==> src/sv/barometric_pressure_compensation_unit_macros.svh <==
// ----------------------------------------------------------------------------
// Assertion macros for the pressure compensation unit
// Shared property shapes; every macro samples on i_clk and is off in reset.
// ----------------------------------------------------------------------------
`ifndef BAROMETRIC_PRESSURE_COMPENSATION_UNIT_MACROS_SVH
`define BAROMETRIC_PRESSURE_COMPENSATION_UNIT_MACROS_SVH

// Same-cycle implication.
`define BPC_ASSERT_IMP(label, ante, cons, msg) \
    label: assert property (@(posedge i_clk) disable iff (!i_rst_n) (ante) |-> (cons)) \
        else $error(msg);

// Implication after a fixed number of cycles.
`define BPC_ASSERT_LAT(label, ante, n, cons, msg) \
    label: assert property (@(posedge i_clk) disable iff (!i_rst_n) (ante) |-> ##n (cons)) \
        else $error(msg);

`endif

==> src/sv/bpc_div_cell.sv <==
// ----------------------------------------------------------------------------
// bpc_div_cell
// One restoring division step: brings down one dividend bit, subtracts the
// divisor when it fits and shifts the quotient bit in. Registered.
// ----------------------------------------------------------------------------
module bpc_div_cell #(
    parameter int Q_W = 8,
    parameter int D_W = 8,
    parameter int S_W = 1
) (
    input  logic           i_clk,
    input  logic           i_rst_n,
    input  logic           i_vld,
    input  logic [D_W-1:0] i_rem,
    input  logic [Q_W-1:0] i_nq,
    input  logic [D_W-1:0] i_den,
    input  logic [S_W-1:0] i_side,
    output logic           o_vld,
    output logic [D_W-1:0] o_rem,
    output logic [Q_W-1:0] o_nq,
    output logic [D_W-1:0] o_den,
    output logic [S_W-1:0] o_side
);

    logic [D_W:0]   w_trial;
    logic [D_W:0]   w_diff;
    logic           w_ge;
    logic           r_vld;
    logic [D_W-1:0] r_rem;
    logic [Q_W-1:0] r_nq;
    logic [D_W-1:0] r_den;
    logic [S_W-1:0] r_side;

    assign w_trial = {i_rem, i_nq[Q_W-1]};
    assign w_diff  = w_trial - {1'b0, i_den};
    assign w_ge    = (w_trial >= {1'b0, i_den});

    always_ff @(posedge i_clk) begin
        if (!i_rst_n) begin
            r_vld <= 1'b0;
        end else begin
            r_vld <= i_vld;
        end
        r_rem  <= w_ge ? w_diff[D_W-1:0] : w_trial[D_W-1:0];
        r_nq   <= {i_nq[Q_W-2:0], w_ge};
        r_den  <= i_den;
        r_side <= i_side;
    end

    assign o_vld  = r_vld;
    assign o_rem  = r_rem;
    assign o_nq   = r_nq;
    assign o_den  = r_den;
    assign o_side = r_side;

endmodule

==> src/sv/bpc_div.sv <==
// ----------------------------------------------------------------------------
// bpc_div
// Pipelined unsigned divider: a row of Q_W division cells, one quotient bit
// per cell, with a sideband word carried alongside each dividend.
// ----------------------------------------------------------------------------
module bpc_div #(
    parameter int Q_W = 8,
    parameter int D_W = 8,
    parameter int S_W = 1
) (
    input  logic           i_clk,
    input  logic           i_rst_n,
    input  logic           i_vld,
    input  logic [D_W-1:0] i_rem,
    input  logic [Q_W-1:0] i_num,
    input  logic [D_W-1:0] i_den,
    input  logic [S_W-1:0] i_side,
    output logic           o_vld,
    output logic [Q_W-1:0] o_quot,
    output logic [D_W-1:0] o_rem,
    output logic [S_W-1:0] o_side
);

    logic           w_vld  [0:Q_W];
    logic [D_W-1:0] w_rem  [0:Q_W];
    logic [Q_W-1:0] w_nq   [0:Q_W];
    logic [D_W-1:0] w_den  [0:Q_W];
    logic [S_W-1:0] w_side [0:Q_W];

    assign w_vld[0]  = i_vld;
    assign w_rem[0]  = i_rem;
    assign w_nq[0]   = i_num;
    assign w_den[0]  = i_den;
    assign w_side[0] = i_side;

    for (genvar g = 0; g < Q_W; g++) begin : g_cell
        bpc_div_cell #(
            .Q_W (Q_W),
            .D_W (D_W),
            .S_W (S_W)
        ) u_cell (
            .i_clk   (i_clk),
            .i_rst_n (i_rst_n),
            .i_vld   (w_vld[g]),
            .i_rem   (w_rem[g]),
            .i_nq    (w_nq[g]),
            .i_den   (w_den[g]),
            .i_side  (w_side[g]),
            .o_vld   (w_vld[g+1]),
            .o_rem   (w_rem[g+1]),
            .o_nq    (w_nq[g+1]),
            .o_den   (w_den[g+1]),
            .o_side  (w_side[g+1])
        );
    end

    assign o_vld  = w_vld[Q_W];
    assign o_quot = w_nq[Q_W];
    assign o_rem  = w_rem[Q_W];
    assign o_side = w_side[Q_W];

endmodule

==> config.mk <==
export PLATFORM = sky130hd
export DESIGN_NAME = bpc_div
export DESIGN_NICKNAME = d
export VERILOG_FILES = /design/src/sv/barometric_pressure_compensation_unit_macros.svh /design/src/sv/bpc_div_cell.sv /design/src/sv/bpc_div.sv
export SDC_FILE = /design/constraint.sdc
export NUM_CORES = 1
export LEC_CHECK = 0
export BUFFER_PORTS_ARGS = -buffer_cell sky130_fd_sc_hd__buf_2
export CORE_MARGIN = 8
export CORE_UTILIZATION = 36
export CTS_BUF_LIST = sky130_fd_sc_hd__clkbuf_16
export DETAILED_ROUTE_END_ITERATION = 8
export PLACE_DENSITY_LB_ADDON = 0.15
export SYNTH_ARGS = -nofsm -noshare
export SYNTH_HDL_FRONTEND = slang
export SYNTH_HIERARCHICAL = 1
export SYNTH_SLANG_ARGS = --single-unit
==> constraint.sdc <==
create_clock -name i_clk -period 6.55 [get_ports i_clk]
set_clock_uncertainty 0.15 [all_clocks]
set_input_delay 1.31 -clock i_clk [delete_from_list [all_inputs] [get_ports i_clk]]
set_output_delay 1.31 -clock i_clk [all_outputs]
set_load 0.01 [all_outputs]
# Yosys cells after proc, flatten, opt, wreduce, memory -nomap -nowiden
# Cells that the tools add are included.
[word_totals]
regBits = 200
latch_bits = 0
mem_bits_rw = 0
mem_bits_ro = 0
in_bits = 28
output_inout_bits = 18
wordCells = 63
mem_count = 0
[op_classes]
add_sub_neg = 8
multipliers = 0
div_mod_pow = 0
n_lt_le_gt_ge = 8
n_eq_ne = 0
n_shift = 0
muxes = 8
bitwise_logic = 0
reduce_logical = 0
[ops]
columns = ["op", "n"]
rows = [
  ["9-bit by 8-bit greater-or-equal comparator with 1-bit output", 8],
  ["8-bit two-way mux", 8],
  ["8-bit subtractor", 8],
]

# Logic depth before layout (Yosys ltp)
[depth]
ltp_word = 2
ltp_mapped = 9
mapped_depth_nobuf = 8

# Hierarchy
# Netlist, hierarchy kept.
[modules_own_cells]
columns = ["module", "n_inst", "cells_per_inst", "area_per_inst_um2", "seq_area_each_um2"]
rows = [
  ["bpc_div_cell at g_cell[2].u_cell ...", 4, 96, 1047.3, 520.5],
  ["bpc_div_cell at g_cell[0].u_cell ...", 2, 93, 1066.0, 520.5],
  ["bpc_div_cell at g_cell[5].u_cell", 1, 95, 1056.0, 520.5],
  ["bpc_div_cell at g_cell[4].u_cell", 1, 95, 1046.0, 520.5],
]

# Least setup slack after synthesis
# Ideal clock, no wire load.
[synth_path]
kind = "in2reg"
from = "in i_den[6]"
to = "reg g_cell[0].u_cell.r_rem[2]"
setup_time_ns = 0.121
t_arrival_ns = 2.830
t_required_ns = 6.279
slack_ns = 3.449
cell_stages = 7
n_path_buf = 1
path_cell_list = "inv_1 -> ha_1 -> a21o_1 -> a2111oi_2 -> o21a_1 -> buf_6 -> mux2_4"
[synth_via]
elab_chain_cells = 2
[synth_rtl]
columns = ["item", "line", "source"]
rows = [
  ["start: declaration", "bpc_div.sv:16", "input logic [D_W-1:0] i_den,"],
  ["9-bit by 8-bit greater-or-equal comparator with 1-bit output", "bpc_div_cell.sv:36", "assign w_ge = (w_trial >= {1'b0, i_den});"],
  ["8-bit two-way mux", "bpc_div_cell.sv:44", "r_rem <= w_ge ? w_diff[D_W-1:0] : w_trial[D_W-1:0];"],
  ["end signal: assignment", "bpc_div_cell.sv:44", ""],
  ["end: declaration", "bpc_div_cell.sv:29", "logic [D_W-1:0] r_rem;"],
]
# No other way between the ends.
# A chain may end at the register's enable or synchronous reset.

# Worst setup path in the final report
[layout_path]
from = "in i_rem[5]"
to = "reg g_cell[0].u_cell.r_rem[2]"
[layout_via]
elab_chain_cells = 2
[layout_rtl]
columns = ["item", "line", "source"]
rows = [
  ["start: declaration", "bpc_div.sv:14", "input logic [D_W-1:0] i_rem,"],
  ["9-bit by 8-bit greater-or-equal comparator with 1-bit output", "bpc_div_cell.sv:36", ""],
  ["8-bit two-way mux", "bpc_div_cell.sv:44", ""],
]
# No other way between the ends.

==> out/metrics.yaml <==
status:
  status: "finished, final reports clean"
min_path:
  min_path_type: "register to register"
  min_path_cells: 0
  hold_path_end: "g_cell[7].u_cell/o_nq[1]"
  hold_path_startpoint: "g_cell[6].u_cell/o_nq[0]"
sta:
  rsz0062_at_grt: "false"
  hold_violations: 0
  min_period_ps: 3130
  tightest_slew_ps: 566
  period_share: 0.477
  setup-violations-final: 0
  setup_tns_ps: 0
  slew_headroom: 0.623
  max_freq_mhz: 320
  drv_slew: 0
clocking:
  cts_tree: "done"
  clkTransAtPathRegs_ps: 80
  root_buffer: "clkbuf_16"
  cts_hold_buf: 0
  cts_setup_buffers: 0
  cts_buffers: 17
  cts_sinks: 200
  clock_latency_ps: 430
  cts.path.max_buffers: 2
  htree_levels: 4
  post_cts_resized: 0
cells_and_area:
  drive_gt1_frac: 0.183
  area_growth_pct: 12.6
  nets: 900
  n_antenna_cell: 0
  multi_input_area_mm2: 0.00376
  regArea_mm2: 0.00400
  fillCellCount: 2150
  final_core_util: 0.412
logic_synthesis:
  avgSynthCellArea_um2: 11.0
  syn_area_mm2: 0.00826
  netlist_instances: 752
  yosysWarnings: 6
  syn-num-nets: 852
critical_path:
  critical_path_arrival_ps: 3300
  cp-end-kind: "register"
  worstPathMaxFanout: 9
  r2r_end: "g_cell[1].u_cell/o_rem[5]"
  r2r_slack_ps: 4060
  start_kind: "input pin"
  worstPathRequired_ps: 6720
  rr_startpoint: "g_cell[0].u_cell/o_den[6]"
  reg2regPathDepth: 6
  critical_path_class: "input pin to register"
detailed_routing:
  wl_per_cell_um: 13.5
  vias: 5360
  wirelength_um: 14800
  drcViolationCount: 0
  viasPerCell: 4.88
  firstDrtPassIters: 4
  drt_iter0_markers: 219
  drtAntennaViolNets: 0
pwr:
  leakagePower_nw: 4.20
  fin_total_pwr_mw: 4.52
  power_density_mw_per_mm2: 486
  ir_drop_uv: 162
placement:
  io_buffers: 45
  gp_congestion: 0.883
  dpl.hpwl_um: 11600
global_routing:
  grt_pass1_wl_um: 25100
  first_global_vias: 5525
  grt_max_degree: 21
  overflow: 0
  grt_antenna_before_repair: 0
  grt_use_total: 0.108
floorplan:
  die_height_um: 168
  rows: 55
  die_area_mm2: 0.0281
  initial_core_util: 0.366
  num_io_pins: 46
  core_mm2: 0.0226
  die_x_um: 168
flow_run:
  drv_cap: 0
## worst max-delay path: stages
cell and delay, ps:
buf_2 110, ha_1 370, a21o_1 250, a2111oi_2 380, o21a_1 530, mux2_4 340
## cell usage in the layout, fill, tap and decap left out, drive strengths merged, types with 10 or more instances in the layout
cell type,n
a211oi,10
a21o,24
a21oi,34
buf,45
clkbuf,17
dfxtp,200
ha,64
inv,112
mux2,42
mux2i,16
nand2,18
nand3,16
nor2,22
nor3,20
o21a,10
o21ai,34
xnor2,18
## worst max path at each step
| stage | slack (ps) | cells past startpoint | from | endpoint |
|---|---|---|---|---|
| 6_report | 3420 | 6 | i_rem[5] | g_cell[0].u_cell/o_rem[2] |
| 2_1_floorplan | 3450 | 7 | i_den[6] | g_cell[0].u_cell/o_rem[2] |
| 3_5_place_dp | 2970 | 6 | i_rem[5] | g_cell[0].u_cell/o_rem[2] |
| 5_1_grt | 3330 | 7 | i_den[6] | g_cell[0].u_cell/o_rem[4] |
| 3_3_place_gp | 3070 | 6 | i_rem[5] | g_cell[0].u_cell/o_rem[2] |
| 4_1_cts | 3430 | 6 | i_rem[5] | g_cell[0].u_cell/o_rem[2] |
## report_power, final
group | total, mW | internal (mW) | switching (mW)
sequential | 1.66 | 1.53 | 0.129
clock | 1.01 | 0.510 | 0.499
combinational | 1.86 | 0.892 | 0.965
## routing by layer
metal | routed length (µm) | vias to the layer above | global-route usage
li1 | - | 2691 | -
met1 | 6150 | 2561 | 0.107
met2 | 7820 | 78 | 0.209
met3 | 480 | 30 | 0.0280
met4 | 385 | 0 | 0.0466
met5 | 0 | - | 0
## state kept, by name, summed over array words and instances, names as in the netlist
name	flops
g_cell.u_cell/o_rem	64
g_cell.u_cell/o_vld	8
g_cell.u_cell/o_side	8
g_cell.u_cell/o_den	56
g_cell.u_cell/o_nq	64
## cell type report
class                   instances  share of cell area
clock buffers                  17              0.0457
clock inverters                15              0.0163
multi-input cells             434               0.404
repair buffers                 45              0.0242
inverters                     102              0.0411
flip-flops and latches        200               0.430
well taps                     285              0.0383
## per-stage QoR
stage          area, µm²  worst slack [ps]  instances  hold slack [ps]
2_1_floorplan       8260              3450        752              160
6_report            9310              3420       1098              174
5_1_grt             9310              3330       1098              182
3_3_place_gp        8730              3070       1066              160
3_5_place_dp        8730              2970       1066              162
4_1_cts             9310              3430       1098              177
(Power assumes the default switching activity.)
